### src/hw/rtl/mnu_pkg.sv
package mnu_pkg;

    // Field widths
    localparam int ELEM_W = 32;
    localparam int MAG_W  = 32;
    localparam int NORM_W = 48;
    localparam int SQ_W   = 64;
    localparam int ROOT_W = 32;
    localparam int MODE_W = 2;
    localparam int ROWS_W = 16;
    localparam int COLS_W = 9;

    // Column store depth default
    localparam int MAX_COLS_DEF = 256;

    // Configuration port
    localparam int APB_ADDR_W = 4;
    localparam int APB_DATA_W = 32;

    // Register indexes (byte address bits [3:2])
    localparam logic [1:0] REG_NORM_MODE = 2'd0;
    localparam logic [1:0] REG_ROW_COUNT = 2'd1;
    localparam logic [1:0] REG_COL_COUNT = 2'd2;

    // Norm modes; mode bit 1 selects Frobenius
    localparam logic [MODE_W-1:0] MODE_COL_SUM = 2'd0;
    localparam logic [MODE_W-1:0] MODE_ROW_SUM = 2'd1;
    localparam int                MODE_FROB_BIT = 1;

    // Reset values of the registers
    localparam logic [ROWS_W-1:0] ROW_COUNT_RST = 16'd1;
    localparam logic [COLS_W-1:0] COL_COUNT_RST = 9'd1;

    // Saturation limit of row and column sums
    localparam logic [NORM_W-1:0] SUM_MAX = {NORM_W{1'b1}};

endpackage

### src/hw/rtl/mnu_isqrt.sv
module mnu_isqrt (
    input  logic                       i_clk,
    input  logic                       i_rst_n,
    input  logic                       i_start,
    input  logic [mnu_pkg::SQ_W-1:0]   i_radicand,
    output logic                       o_done,
    output logic [mnu_pkg::ROOT_W-1:0] o_root
);
    import mnu_pkg::*;

    localparam int STEPS = SQ_W / 2;
    localparam int CNT_W = $clog2(STEPS);

    logic             r_busy;
    logic             r_done;
    logic [CNT_W-1:0] r_cnt;
    logic [SQ_W-1:0]  r_rem;
    logic [SQ_W-1:0]  r_root;
    logic [SQ_W-1:0]  r_bit;
    logic [SQ_W-1:0]  trial;
    logic             take;

    // One digit per cycle: compare remainder with root plus bit
    assign trial = r_root + r_bit;
    assign take  = (r_rem >= trial);

    // Sequence control
    always_ff @(posedge i_clk) begin
        if (!i_rst_n) begin
            r_busy <= 1'b0;
            r_done <= 1'b0;
            r_cnt  <= '0;
        end else begin
            r_done <= 1'b0;
            if (i_start) begin
                r_busy <= 1'b1;
                r_cnt  <= '0;
            end else if (r_busy) begin
                r_cnt <= r_cnt + 1'b1;
                if (r_cnt == CNT_W'(STEPS - 1)) begin
                    r_busy <= 1'b0;
                    r_done <= 1'b1;
                end
            end
        end
    end

    // Remainder, root and bit registers
    always_ff @(posedge i_clk) begin
        if (i_start) begin
            r_rem  <= i_radicand;
            r_root <= '0;
            r_bit  <= {2'b01, {(SQ_W-2){1'b0}}};
        end else if (r_busy) begin
            if (take) begin
                r_rem  <= r_rem - trial;
                r_root <= (r_root >> 1) + r_bit;
            end else begin
                r_root <= r_root >> 1;
            end
            r_bit <= r_bit >> 2;
        end
    end

    assign o_done = r_done;
    assign o_root = r_root[ROOT_W-1:0];
endmodule

### config.mk
export PLATFORM = sky130hd
export DESIGN_NAME = mnu_isqrt
export DESIGN_NICKNAME = d
export VERILOG_FILES = /design/src/hw/rtl/mnu_pkg.sv /design/src/hw/rtl/mnu_isqrt.sv
export SDC_FILE = /design/constraint.sdc
export NUM_CORES = 1
export LEC_CHECK = 0
export BUFFER_PORTS_ARGS = -buffer_cell sky130_fd_sc_hd__buf_2
export CAP_MARGIN = 20
export CORE_AREA = 2 2 226 228
export CTS_CLUSTER_SIZE = 20
export DETAILED_ROUTE_END_ITERATION = 16
export DIE_AREA = 0 0 228 230
export PLACE_DENSITY = 0.54
export SLEW_MARGIN = 25
export SYNTH_ARGS = -nofsm -noshare
export SYNTH_HDL_FRONTEND = slang
export SYNTH_SLANG_ARGS = --single-unit
### constraint.sdc
create_clock -name i_clk -period 7.7 [get_ports i_clk]
set_input_delay 0.385 -clock i_clk [delete_from_list [all_inputs] [get_ports i_clk]]
set_output_delay 0.385 -clock i_clk [all_outputs]
set_load 0.02 [all_outputs]
==> impl_metrics.yaml <==
cells_and_area:
  areaGrowthSynthToFinish_pct: 8.312
  most-common-layout-cells: "nand2_1 (253), nor2_1 (206), o21ai_0 (156), a21oi_1 (135), ha_1 (132)"
  layout_commonest_cell: "nand2_1"
  insertedDiodeCount: 0
  final_nets: 2202
  drive_gt1_frac: 0.09727
floorplan:
  die_height_um: 230
  chipWidth_um: 228
  core.rowCount: 82
  initial_core_util: 0.3176
  dieArea_um2: 52440
  coreArea_um2: 49860
  pin_count: 100
worst_setup_path:
  r2r_cells: 21
  critPathTopFamily: "compound AO/OA/AOI/OAI gates"
  crit_start: "r_bit[0]$_SDFFE_PP0P_"
  path_cells: "ha_1 > ha_1 > a21o_1 > a31oi_1 > o21ai_0 > a21boi_0 > o21ai_0 > a41o_1 > a2bb2oi_1 > nor2_1 > o21ai_0 > xor2_1 > ha_1 > nand4_1 > or3_1 > nor3_2 > o211ai_4 > and2_2 > buf_12 > or3_1 > a311oi_1"
  ff2ff_setup_slack_ps: 1080
  critPathMaxStageDelay_ps: 470
  r2r_start: "r_bit[0]$_SDFFE_PP0P_"
  crit_path_end: "r_root[51]$_SDFFE_PP0P_"
  cp.depth: 21
  worstSetupPathType: "reg -> reg"
  worstPathRequired_ps: 8070
  cp.arrival_ps: 6990
  critPathMaxFanout: 76
  cpMaxStageDelayCell: "or3_1"
  crit_buf_inv: 1
  reg2reg_to: "r_root[51]$_SDFFE_PP0P_"
  start_kind: "flop"
  critPathCaptureType: "flop"
sta:
  final-hold-violation-count: 0
  slew_headroom: 0.3173
  finalClockSkew_ps: 16.92
  fmax_mhz: 151.0
  finalSetupViolations: 0
  fin_hold_ws_ps: 147.9
  slew_violations: 0
  period_share: 0.8600
  rsz0062_at_grt: "no"
  tns_ps: 0
  period_needed_ps: 6622
  tightest_slew_ps: 1024
route:
  dr.pass1.iters: 5
  wl_um: 49600
  antenna_left: 0
  vias: 14969
  via_per_inst: 5.571
  route.detailed.drc: 0
  drtIter0Drc: 1138
  wl_per_cell_um: 18.46
synth:
  syn_inst: 2021
  synth_xor_area_frac: 0.08241
  synthTopCellsByArea: "dfxtp_1 (13%), edfxtp_1 (12%), ha_1 (10%), nand2_1 (6.0%), o21ai_0 (4.9%)"
  synthSimpleGateAreaFrac: 0.1884
  synth-seq-area-share: 0.2516
  synth-seq-cells: 167
  synth_area_um2: 15840
  synth_edf_count: 64
  synth_compound_area_frac: 0.2872
  synth_adder_area_share: 0.1056
  synthMuxAreaShare: 0.03279
  ys_async_sr_fraction: 0
  synth_top_family_by_area: "compound AO/OA/AOI/OAI gates"
  synth_ff_type: "dfxtp_1"
  avgSynthCellArea_um2: 7.835
  synth_cell_types: 86
  synth_nets: 2221
  ys_warn_count: 0
  yosys.area.top_type: "dfxtp_1"
  yosysTopAreaCellShare: 0.1302
grt:
  grt_pass1_wl_um: 78580
  first_global_vias: 14166
  track_usage: 0.1861
  grt_overflow_total: 0
  grt_max_degree: 103
  antenna_found_initial: 0
power_and_ir_drop:
  peakVddDrop_mv: 0.1663
  leakagePower_uw: 0.006511
  power_density_nw_per_um2: 280.8
clocking:
  post_cts_resized: 0
  cts_sinks: 167
  cts_setup_buffers: 0
  clock_latency_ps: 480
  holdBufCountCts: 0
  numCtsBuffers: 17
  cts_tree: "yes"
  cts-root-buf: "clkbuf_16"
  cts_max_level: 4
  clk_pin_slew_worst_paths_ps: 70
  clockBufferDepth: 2
outcome:
  status: "completed"
place:
  portBuffers: 99
  gp_congestion: 0.9027
  hpwl_um: 37960
job:
  cap_violations: 0
min_path:
  holdPathStages: 2
  hold_path_class: "in -> reg"
==> registers in the layout, indices dropped and copies added (netlist names) <==
name    flops
r_rem      64
r_root     64
r_bit      32
r_cnt       5
o_done      1
r_busy      1
==> cell usage after synthesis (all sizes together), types with 15 or more instances <==
cell type  count
nand4         37
buf           52
a211oi        26
edfxtp        64
a31oi         65
a21boi        15
a21oi        141
a21o          55
ha           132
o21ai        165
o21bai        39
a311oi        38
nor3          20
nor2b         18
and3          17
dfxtp        103
o21a          16
clkbuf        93
mux2i         44
and2          19
xnor2         83
or3           25
inv           34
a31o          21
nor2         206
nand3         30
nand2        254
xor2          66
o31ai         21
==> cells by family (layout without fill, tap and decap cells) <==
group | count (synthesis) | count (layout)
xor+xnor | 149 | 149
fa+ha+maj | 133 | 133
flops | 167 | 167
simple gates | 662 | 662
mux | 51 | 51
compound gates | 679 | 679
buf+inv | 180 | 174
==> worst register-to-register path: cells and delay by family (launching register included) <==
kind	cells	cell delay, ps
xor gates and xnor gates	1	120
buffers and inverters	1	200
and+or+nand+nor	6	1910
DFF	1	340
AOI/OAI and AO/OA	10	3100
adders and majority gates	3	860
==> stage by stage <==
stage	setup WS, ps	area [um2]	power (uW)	std cells	utilization
after floorplan	1471	15840	3277	2021	-
after global placement	998.0	16560	3893	2655	0.3322
after detailed placement	967.2	16560	3905	2655	0.3322
after CTS	878.8	17140	4827	2687	0.3438
after global routing	655.0	17150	5185	2687	0.3440
final	1078	17150	4816	2687	0.3440
==> metal layers <==
layer  track usage  share of wire
met2        0.3016           0.45
met4       0.04248          0.014
met1        0.2538           0.48
met3       0.03770          0.050
met5             0              0
==> worst min-delay path by stage <==
stage / end / start
final: r_busy$_SDFF_PN0_ / i_rst_n
after global placement: r_cnt[4]$_SDFFE_PP0P_ / r_cnt[4]$_SDFFE_PP0P_
after global routing: r_busy$_SDFF_PN0_ / i_rst_n
after CTS: r_busy$_SDFF_PN0_ / i_rst_n
after floorplan: r_cnt[4]$_SDFFE_PP0P_ / r_cnt[4]$_SDFFE_PP0P_
after detailed placement: r_root[0]$_SDFFE_PP0P_ / r_root[0]$_SDFFE_PP0P_
==> power by group <==
group / internal, uW / leakage [uW] / switching [uW]
registers: 1160 / 0.00149 / 167
logic: 1000 / 0.00473 / 1600
clock network: 495 / 0.000292 / 400
total: 2650 / 0.00651 / 2160
==> layout make-up <==
| class | instances | area, um2 |
|---|---|---|
| Clock buffer | 20 | 457.9 |
| Clock inverter | 12 | 120.1 |
| Fill cell | 5338 | 32710 |
| Inverter | 35 | 131.4 |
| Multi-Input combinational cell | 1674 | 11040 |
| Sequential cell | 167 | 3988 |
| Tap cell | 672 | 840.8 |
| Timing Repair Buffer | 107 | 574.3 |
Power figures use the tool's default switching activity.
